**src/rtl/tzse_pkg.sv**
```systemverilog
// Package: shared types and constants for the zero-suppression encoder.
`default_nettype none
package tzse_pkg;

  localparam int unsigned SampleW   = 15;
  localparam int unsigned WordW     = 16;
  localparam int unsigned RunW      = 14;
  localparam int unsigned OffsetW   = 12;
  localparam int unsigned CfgIdxW   = 2;
  localparam int unsigned MaxSamples = 4096;

  localparam logic [SampleW-1:0] WindowLowReset  = 15'h0041;
  localparam logic [SampleW-1:0] WindowHighReset = 15'h03bf;

  localparam logic [CfgIdxW-1:0] RegWindowLow  = 2'd0;
  localparam logic [CfgIdxW-1:0] RegWindowHigh = 2'd1;

  // One queued work unit: up to two result words (skip word, then sample).
  typedef struct packed {
    logic               has_skip;
    logic [RunW-1:0]    skip_count;
    logic               has_sample;
    logic [SampleW-1:0] sample;
    logic               window_end;
    logic               trig_found;
    logic [OffsetW-1:0] trig_offset;
  } entry_t;

  typedef struct packed {
    logic full;
    logic empty;
  } queue_status_t;

endpackage
`default_nettype wire

```
**src/rtl/tzse_front.sv**
```systemverilog
// Front end: config registers, sample classification and window state.
`default_nettype none
module tzse_front #(
  parameter int unsigned MAX_SAMPLES = tzse_pkg::MaxSamples
) (
  input  wire logic                          clk_i,
  input  wire logic                          rst_ni,
  input  wire logic                          cfg_we_i,
  input  wire logic [tzse_pkg::CfgIdxW-1:0]  cfg_index_i,
  input  wire logic [tzse_pkg::SampleW-1:0]  cfg_wdata_i,
  input  wire logic                          in_fire_i,
  input  wire logic [tzse_pkg::SampleW-1:0]  sample_i,
  input  wire logic                          window_last_i,
  output logic                               push_o,
  output tzse_pkg::entry_t                   entry_o
);

  localparam int unsigned PosW = $clog2(MAX_SAMPLES);
  localparam int unsigned ExtW = (PosW > tzse_pkg::OffsetW) ? PosW : tzse_pkg::OffsetW;
  localparam logic [PosW-1:0] PosLast = PosW'(MAX_SAMPLES - 1);

  logic [tzse_pkg::SampleW-1:0] window_low_q, window_high_q;
  logic                         run_pending_q, run_pending_d;
  logic [tzse_pkg::RunW-1:0]    run_count_q, run_count_d;
  logic                         triggered_q, triggered_d;
  logic [tzse_pkg::OffsetW-1:0] first_offset_q, first_offset_d;
  logic [PosW-1:0]              position_q, position_d;

  logic                         keep;
  logic                         trig_now;
  logic [ExtW-1:0]              pos_ext;
  logic [tzse_pkg::OffsetW-1:0] pos_off;
  logic [tzse_pkg::OffsetW-1:0] off_now;

  always_ff @(posedge clk_i or negedge rst_ni) begin
    if (!rst_ni) begin
      window_low_q  <= tzse_pkg::WindowLowReset;
      window_high_q <= tzse_pkg::WindowHighReset;
    end else if (cfg_we_i) begin
      unique case (cfg_index_i)
        tzse_pkg::RegWindowLow:  window_low_q  <= cfg_wdata_i;
        tzse_pkg::RegWindowHigh: window_high_q <= cfg_wdata_i;
        default: ;
      endcase
    end
  end

  assign keep     = (sample_i < window_low_q) || (sample_i > window_high_q);
  assign trig_now = triggered_q | keep;
  assign pos_ext  = ExtW'(position_q);
  assign pos_off  = pos_ext[tzse_pkg::OffsetW-1:0];
  assign off_now  = triggered_q ? first_offset_q : (keep ? pos_off : '0);

  always_comb begin
    entry_o.has_skip    = keep & run_pending_q;
    entry_o.skip_count  = run_count_q;
    entry_o.has_sample  = keep;
    entry_o.sample      = sample_i;
    entry_o.window_end  = window_last_i;
    entry_o.trig_found  = trig_now;
    entry_o.trig_offset = off_now;
  end

  assign push_o = in_fire_i & (keep | window_last_i);

  always_comb begin
    run_pending_d  = run_pending_q;
    run_count_d    = run_count_q;
    triggered_d    = triggered_q;
    first_offset_d = first_offset_q;
    position_d     = position_q;
    if (in_fire_i) begin
      if (window_last_i) begin
        run_pending_d  = 1'b0;
        run_count_d    = '0;
        triggered_d    = 1'b0;
        first_offset_d = '0;
        position_d     = '0;
      end else begin
        position_d = (position_q == PosLast) ? '0 : position_q + 1'b1;
        if (keep) begin
          triggered_d    = 1'b1;
          first_offset_d = off_now;
          run_pending_d  = 1'b0;
          run_count_d    = '0;
        end else if (triggered_q) begin
          if (run_pending_q) begin
            run_count_d = run_count_q + 1'b1; // wraps at 14 bits
          end else begin
            run_pending_d = 1'b1;
            run_count_d   = '0;
          end
        end
      end
    end
  end

  always_ff @(posedge clk_i or negedge rst_ni) begin
    if (!rst_ni) begin
      run_pending_q  <= 1'b0;
      run_count_q    <= '0;
      triggered_q    <= 1'b0;
      first_offset_q <= '0;
      position_q     <= '0;
    end else begin
      run_pending_q  <= run_pending_d;
      run_count_q    <= run_count_d;
      triggered_q    <= triggered_d;
      first_offset_q <= first_offset_d;
      position_q     <= position_d;
    end
  end

endmodule
`default_nettype wire

```
**src/rtl/tzse_queue.sv**
```systemverilog
// Two-entry queue between the front and back ends.
`default_nettype none
module tzse_queue (
  input  wire logic                clk_i,
  input  wire logic                rst_ni,
  input  wire logic                push_i,
  input  wire tzse_pkg::entry_t    entry_i,
  input  wire logic                pop_i,
  output tzse_pkg::entry_t         head_o,
  output tzse_pkg::queue_status_t  status_o
);

  localparam int unsigned Depth = 2;
  localparam int unsigned PtrW  = $clog2(Depth);
  localparam int unsigned CntW  = $clog2(Depth + 1);

  tzse_pkg::entry_t  mem_q [Depth];
  logic [PtrW-1:0]   wr_ptr_q, rd_ptr_q;
  logic [CntW-1:0]   count_q;
  logic              do_push, do_pop;

  assign status_o.full  = (count_q == CntW'(Depth));
  assign status_o.empty = (count_q == '0);
  assign do_push = push_i & ~status_o.full;
  assign do_pop  = pop_i & ~status_o.empty;
  assign head_o  = mem_q[rd_ptr_q];

  always_ff @(posedge clk_i) begin
    if (do_push) begin
      mem_q[wr_ptr_q] <= entry_i;
    end
  end

  always_ff @(posedge clk_i or negedge rst_ni) begin
    if (!rst_ni) begin
      wr_ptr_q <= '0;
      rd_ptr_q <= '0;
      count_q  <= '0;
    end else begin
      if (do_push) wr_ptr_q <= wr_ptr_q + 1'b1;
      if (do_pop)  rd_ptr_q <= rd_ptr_q + 1'b1;
      case ({do_push, do_pop})
        2'b10:   count_q <= count_q + 1'b1;
        2'b01:   count_q <= count_q - 1'b1;
        default: ;
      endcase
    end
  end

endmodule
`default_nettype wire

```
**src/rtl/tzse_back.sv**
```systemverilog
// Back end: expands queued entries into result words, registered output.
`default_nettype none
module tzse_back (
  input  wire logic                          clk_i,
  input  wire logic                          rst_ni,
  input  wire tzse_pkg::entry_t              head_i,
  input  wire tzse_pkg::queue_status_t       status_i,
  output logic                               pop_o,
  output logic                               out_valid_o,
  input  wire logic                          out_ready_i,
  output logic [tzse_pkg::WordW-1:0]         word_o,
  output logic                               word_valid_o,
  output logic                               window_end_o,
  output logic                               trigger_found_o,
  output logic [tzse_pkg::OffsetW-1:0]       trigger_offset_o,
  output logic                               last_o
);

  logic                         out_valid_q, out_valid_d;
  logic [tzse_pkg::WordW-1:0]   word_q, word_d;
  logic                         word_valid_q, word_valid_d;
  logic                         window_end_q, window_end_d;
  logic                         trig_found_q, trig_found_d;
  logic [tzse_pkg::OffsetW-1:0] trig_offset_q, trig_offset_d;
  logic                         last_q, last_d;
  logic                         phase_q, phase_d; // skip word of head already sent
  logic                         load, emit_skip;

  assign load      = ~status_i.empty & (~out_valid_q | out_ready_i);
  assign emit_skip = head_i.has_skip & ~phase_q;
  assign pop_o     = load & ~emit_skip;

  always_comb begin
    out_valid_d   = out_valid_q & ~out_ready_i;
    word_d        = word_q;
    word_valid_d  = word_valid_q;
    window_end_d  = window_end_q;
    trig_found_d  = trig_found_q;
    trig_offset_d = trig_offset_q;
    last_d        = last_q;
    phase_d       = phase_q;
    if (load) begin
      out_valid_d   = 1'b1;
      trig_found_d  = head_i.trig_found;
      trig_offset_d = head_i.trig_offset;
      if (emit_skip) begin
        word_d       = {1'b1, 1'b0, head_i.skip_count};
        word_valid_d = 1'b1;
        window_end_d = 1'b0;
        last_d       = 1'b0;
        phase_d      = 1'b1;
      end else begin
        word_d       = head_i.has_sample ? {1'b0, head_i.sample} : '0;
        word_valid_d = head_i.has_sample;
        window_end_d = head_i.window_end;
        last_d       = 1'b1;
        phase_d      = 1'b0;
      end
    end
  end

  always_ff @(posedge clk_i or negedge rst_ni) begin
    if (!rst_ni) begin
      out_valid_q <= 1'b0;
      phase_q     <= 1'b0;
    end else begin
      out_valid_q <= out_valid_d;
      phase_q     <= phase_d;
    end
  end

  always_ff @(posedge clk_i) begin
    word_q        <= word_d;
    word_valid_q  <= word_valid_d;
    window_end_q  <= window_end_d;
    trig_found_q  <= trig_found_d;
    trig_offset_q <= trig_offset_d;
    last_q        <= last_d;
  end

  assign out_valid_o      = out_valid_q;
  assign word_o           = word_q;
  assign word_valid_o     = word_valid_q;
  assign window_end_o     = window_end_q;
  assign trigger_found_o  = trig_found_q;
  assign trigger_offset_o = trig_offset_q;
  assign last_o           = last_q;

endmodule
`default_nettype wire

```
**src/rtl/threshold_zero_suppression_encoder_core.sv**
```systemverilog
// With output idle, a sample's first word goes via a queue entry, then the output register.
// Throughput: one sample per cycle; a sample that emits a skip word plus itself
// holds the back end for both words, which can fill the two-entry queue.
// The input stalls only while that queue is full; front state is registered on each accept.
// Reset (async, active low) clears window state, queue and output; thresholds go to 65/959.
`default_nettype none
module threshold_zero_suppression_encoder_core #(
  parameter int unsigned MAX_SAMPLES = tzse_pkg::MaxSamples
) (
  input  wire logic                          clk_i,
  input  wire logic                          rst_ni,
  input  wire logic                          cfg_we_i,
  input  wire logic [tzse_pkg::CfgIdxW-1:0]  cfg_index_i,
  input  wire logic [tzse_pkg::SampleW-1:0]  cfg_wdata_i,
  input  wire logic                          in_valid_i,
  output logic                               in_ready_o,
  input  wire logic [tzse_pkg::SampleW-1:0]  sample_i,
  input  wire logic                          window_last_i,
  output logic                               out_valid_o,
  input  wire logic                          out_ready_i,
  output logic [tzse_pkg::WordW-1:0]         word_o,
  output logic                               word_valid_o,
  output logic                               window_end_o,
  output logic                               trigger_found_o,
  output logic [tzse_pkg::OffsetW-1:0]       trigger_offset_o,
  output logic                               last_o
);

  tzse_pkg::entry_t        push_entry, head;
  tzse_pkg::queue_status_t status;
  logic                    push, pop, in_fire;

  assign in_ready_o = ~status.full;
  assign in_fire    = in_valid_i & in_ready_o;

  tzse_front #(
    .MAX_SAMPLES(MAX_SAMPLES)
  ) u_front (
    .clk_i         (clk_i),
    .rst_ni        (rst_ni),
    .cfg_we_i      (cfg_we_i),
    .cfg_index_i   (cfg_index_i),
    .cfg_wdata_i   (cfg_wdata_i),
    .in_fire_i     (in_fire),
    .sample_i      (sample_i),
    .window_last_i (window_last_i),
    .push_o        (push),
    .entry_o       (push_entry)
  );

  tzse_queue u_queue (
    .clk_i    (clk_i),
    .rst_ni   (rst_ni),
    .push_i   (push),
    .entry_i  (push_entry),
    .pop_i    (pop),
    .head_o   (head),
    .status_o (status)
  );

  tzse_back u_back (
    .clk_i            (clk_i),
    .rst_ni           (rst_ni),
    .head_i           (head),
    .status_i         (status),
    .pop_o            (pop),
    .out_valid_o      (out_valid_o),
    .out_ready_i      (out_ready_i),
    .word_o           (word_o),
    .word_valid_o     (word_valid_o),
    .window_end_o     (window_end_o),
    .trigger_found_o  (trigger_found_o),
    .trigger_offset_o (trigger_offset_o),
    .last_o           (last_o)
  );

endmodule
`default_nettype wire

```
**config.mk**
```make
export PLATFORM = sky130hd
export DESIGN_NAME = threshold_zero_suppression_encoder_core
export DESIGN_NICKNAME = d
export VERILOG_FILES = /design/src/rtl/tzse_pkg.sv /design/src/rtl/tzse_front.sv /design/src/rtl/tzse_queue.sv /design/src/rtl/tzse_back.sv /design/src/rtl/threshold_zero_suppression_encoder_core.sv
export SDC_FILE = /design/constraint.sdc
export NUM_CORES = 1
export LEC_CHECK = 0
export BUFFER_PORTS_ARGS = -buffer_cell sky130_fd_sc_hd__buf_2
export CAP_MARGIN = 5
export CORE_MARGIN = 5
export CORE_UTILIZATION = 45
export CTS_CLUSTER_SIZE = 8
export DETAILED_ROUTE_END_ITERATION = 10
export SYNTH_ARGS = -nofsm -noshare
export SYNTH_HDL_FRONTEND = slang
export SYNTH_SLANG_ARGS = --single-unit
```
**constraint.sdc**
```tcl
create_clock -name clk_i -period 5.3 [get_ports clk_i]
set_input_delay 0.53 -clock clk_i [delete_from_list [all_inputs] [get_ports clk_i]]
set_output_delay 0.53 -clock clk_i [all_outputs]
set_load 0.02 [all_outputs]
```
==> flow_metrics.tcl <==
set metrics [dict create \
    finalCriticalPeriod_ps 3580 \
    tritoncts "yes" \
    critical_path_peak_fanout 30 \
    route.detailed.wl_per_inst_um 17.0 \
    register_to_register_setup_slack_ps 1720 \
    routed_wl_um 18300 \
    cts_post_setup_buffers_inserted 0 \
    async_flop_share_pct 38.4 \
    crit_path_end_kind "flip-flop" \
    avgSynthCellArea_um2 12.4 \
    ff2ff_path_depth 10 \
    dpl.hpwl_um 12100 \
    clk_path_buf_depth 2 \
    power_report.internal_total_uw 3490 \
    worst_skew_pair.late_latency_ps 430 \
    worstSetupStartpointType "flip-flop" \
    power.leakage_uw 0.00407 \
    design_area_mm2 0.0103 \
    vdd_drop_max_uv 271 \
    layout-drive-gt1-share_pct 21.8 \
    initial_utilization_pct 45.2 \
    switching_power_uw 1700 \
    drc_errors 0 \
    final_hold_viols 0 \
    post_synth_edffs 122 \
    hold_buffers 0 \
    gr-usage-all-layers_pct 16.5 \
    nets 864 \
    avgViaCountPerCell 5.28 \
    die_y_um 152 \
    power_per_cell_area_mw_per_mm2 502 \
    synth.yosys.warnings 0 \
    r2r-start "u_front.window_low_q[6]" \
    outcome "finished, final reports clean" \
    timing.clock.skew_ps 11.8 \
    dominantRegCellSynth "sky130_fd_sc_hd__edfxtp_1" \
    postRouteAntennaNets 0 \
    synth_seq_area_share_pct 61.5 \
    nFillCells 1801 \
    clock-sinks 198 \
    clkTransAtPathRegs_ps 70 \
    design.portCount 72 \
    num_rows 52 \
    maximum_number_of_pins_on_one_net_before_global_route_repair 77 \
    global_route_wire_length_before_repair_um 31000 \
    area.growth.synth_to_final_pct 13.9 \
    ys_ff_latch 198 \
    critical_path_class "reg2reg" \
    critical_path_arrival_ps 3690 \
    max_cap_viols 0 \
    core_area_mm2 0.0200 \
    synth_top_cells_by_area "sky130_fd_sc_hd__edfxtp_1 (40%), sky130_fd_sc_hd__dfrtp_1 (18%), sky130_fd_sc_hd__ha_1 (4.4%), sky130_fd_sc_hd__mux2i_1 (3.9%), sky130_fd_sc_hd__mux2_2 (3.7%)" \
    detailedRoute.firstIterationViolations 371 \
    hold_path.class "in2async" \
    pwr-share-seq_pct 45.4 \
    overall_via_count_from_detail_route 5690 \
    postSynthNetCount 800 \
    timing_worst_slew_pin_value_ps 1190 \
    rd_place_congestion 0.812 \
    postPlaceCellArea_mm2 0.00967 \
    p_comb_share_pct 27.4 \
    cts_buf_count 17 \
    die_w_um 152 \
    sw_frac_of_total_pct 32.7 \
    htreeDepth 4 \
    unrepaired_setup_endpoints_after_global_routing "no" \
    antenna_violations_before_repair 0 \
    syn_area_mm2 0.00907 \
    globalRouteOverflowTotal 0 \
    final_max_slew_viol_count 0 \
    cts_root_buffer "sky130_fd_sc_hd__clkbuf_16" \
    cp_data_required_time_ps 5410 \
    dr.pass1.iters 6 \
    first_global_vias 5828 \
    post-synth-top-area-fraction_pct 40.4 \
    yosysUniqueCellTypes 53 \
    io_buffers 71 \
    holdWs_ps 271 \
    setup_viol 0 \
    synth_top_area_cell "sky130_fd_sc_hd__edfxtp_1" \
    synthCells 730 \
    cts_resizes 0 \
    slew_headroom_pct 20.9 \
    fmaxAchievable_mhz 279 \
    diodes 0 \
    post-route-period-util_pct 67.6 \
    clockPowerShare_pct 27.3 \
    setup_total_negative_slack_ps 0 \
    floorplan.die_area_mm2 0.0231 \
    reg_to_reg_endpoint "u_queue.mem_q[1][21]" \
]
## routing by layer
layer  vias up  global-route usage, %  routed length, µm
met5         -                      0                  0
met4         0                   4.07                160
met3        12                   3.27                628
met2        94                   25.8               8720
met1      2810                   23.8               8780
li1       2774                      -                  -
## synth_stat cells, types with 7 or more instances
cell	n
sky130_fd_sc_hd__o221ai_2	8
sky130_fd_sc_hd__nor2_1	25
sky130_fd_sc_hd__a21oi_1	23
sky130_fd_sc_hd__mux2i_1	35
sky130_fd_sc_hd__dfstp_2	11
sky130_fd_sc_hd__nand3_1	23
sky130_fd_sc_hd__nand2_1	76
sky130_fd_sc_hd__nor3_1	7
sky130_fd_sc_hd__a211o_1	12
sky130_fd_sc_hd__edfxtp_1	122
sky130_fd_sc_hd__clkbuf_1	16
sky130_fd_sc_hd__dfrtp_1	65
sky130_fd_sc_hd__inv_1	61
sky130_fd_sc_hd__nand4_1	17
sky130_fd_sc_hd__nand2b_1	16
sky130_fd_sc_hd__mux2_2	30
sky130_fd_sc_hd__or3_1	16
sky130_fd_sc_hd__o21ai_0	50
sky130_fd_sc_hd__ha_1	32
sky130_fd_sc_hd__o311ai_1	10
sky130_fd_sc_hd__buf_2	10
## worst max-delay path by stage
stage / from / end / slack (ps) / depth (start not counted)
finish: u_front.window_low_q[6] / u_queue.mem_q[1][21] / 1720 / 10
global route: u_front.window_high_q[9] / u_queue.mem_q[1][37] / 1450 / 10
CTS: u_front.window_low_q[6] / u_queue.mem_q[1][33] / 1670 / 10
detailed placement: sample_i[14] / u_queue.mem_q[1][31] / 1490 / 10
global placement: sample_i[14] / u_queue.mem_q[1][32] / 1580 / 10
floorplan: sample_i[14] / u_queue.mem_q[0][0] / 970 / 8
## state kept, by name, summed over array words and instances (netlist names), 2 cells and up
register and flops:
u_front.first_offset_q 12, u_queue.mem_q 90, u_front.window_low_q 15, u_back.trigger_offset_o 12, u_front.pos_ext 12, u_front.run_count_q 14, u_back.word_o 16, u_queue.count_q 2
u_front.window_high_q 15
## area by class of cell
| cell class | count | area [µm²] | share of cell area [%] |
|---|---|---|---|
| sequential | 198 | 5580 | 54.0 |
| multi-input combinational | 434 | 3090 | 29.9 |
| clock buffer | 18 | 450 | 4.36 |
| timing repair buffer | 81 | 433 | 4.19 |
| tap | 270 | 338 | 3.27 |
| inverter | 62 | 233 | 2.25 |
| clock inverter | 14 | 210 | 2.03 |
## through the flow
stage | instances | power [µW] | util, % | setup slack (ps)
finish | 1077 | 5190 | 51.6 | 1720
global route | 1077 | 5510 | 51.6 | 1450
CTS | 1077 | 5260 | 51.6 | 1670
detailed placement | 1045 | 3830 | 48.3 | 1490
global placement | 1045 | 3790 | 48.3 | 1580
floorplan | 730 | 3370 | - | 967
## critical path, cell delays in order, from the launching register on
cell and delay, ps:
sky130_fd_sc_hd__dfstp_2 510, sky130_fd_sc_hd__inv_1 50, sky130_fd_sc_hd__ha_1 290, sky130_fd_sc_hd__a21oi_1 140
sky130_fd_sc_hd__o21ai_0 90, sky130_fd_sc_hd__a21oi_1 310, sky130_fd_sc_hd__o41ai_4 130, sky130_fd_sc_hd__buf_4 270
sky130_fd_sc_hd__a31oi_2 340, sky130_fd_sc_hd__and2_2 710, sky130_fd_sc_hd__buf_4 410
## cells in the final DEF (no fill, tap or decap), types with 18 or more instances in the layout
master | Yosys | final
sky130_fd_sc_hd__a21oi_1 | 23 | 22
sky130_fd_sc_hd__buf_2 | 10 | 70
sky130_fd_sc_hd__clkbuf_16 | 0 | 18
sky130_fd_sc_hd__dfrtp_1 | 65 | 64
sky130_fd_sc_hd__edfxtp_1 | 122 | 122
sky130_fd_sc_hd__ha_1 | 32 | 32
sky130_fd_sc_hd__inv_1 | 61 | 61
sky130_fd_sc_hd__mux2_2 | 30 | 30
sky130_fd_sc_hd__mux2i_1 | 35 | 35
sky130_fd_sc_hd__nand2_1 | 76 | 76
sky130_fd_sc_hd__nand3_1 | 23 | 23
sky130_fd_sc_hd__nor2_1 | 25 | 25
sky130_fd_sc_hd__o21ai_0 | 50 | 50
## power by group through the flow
stage / Clock, µW / Combinational, µW / Sequential [µW]
2_1_floorplan: 0 / 897 / 2470
3_3_place_gp: 0 / 1420 / 2370
3_5_place_dp: 0 / 1450 / 2390
4_1_cts: 1450 / 1460 / 2360
5_1_grt: 1530 / 1580 / 2400
6_report: 1420 / 1420 / 2350
## cells by family (layout without fill, tap and decap cells)
kind of cell | Yosys count | count (layout) | share of synthesized area, %
AND/OR/NAND/NOR | 203 | 203 | 11.1
adder cells (fa/ha/maj) | 32 | 32 | 4.42
flip-flops | 198 | 198 | 61.5
AO/OA/AOI/OAI | 125 | 125 | 9.78
multiplexers | 65 | 65 | 7.59
XOR/XNOR | 9 | 9 | 0.869
buffers and inverters | 98 | 175 | 4.75
Power figures use the tool's default switching activity.
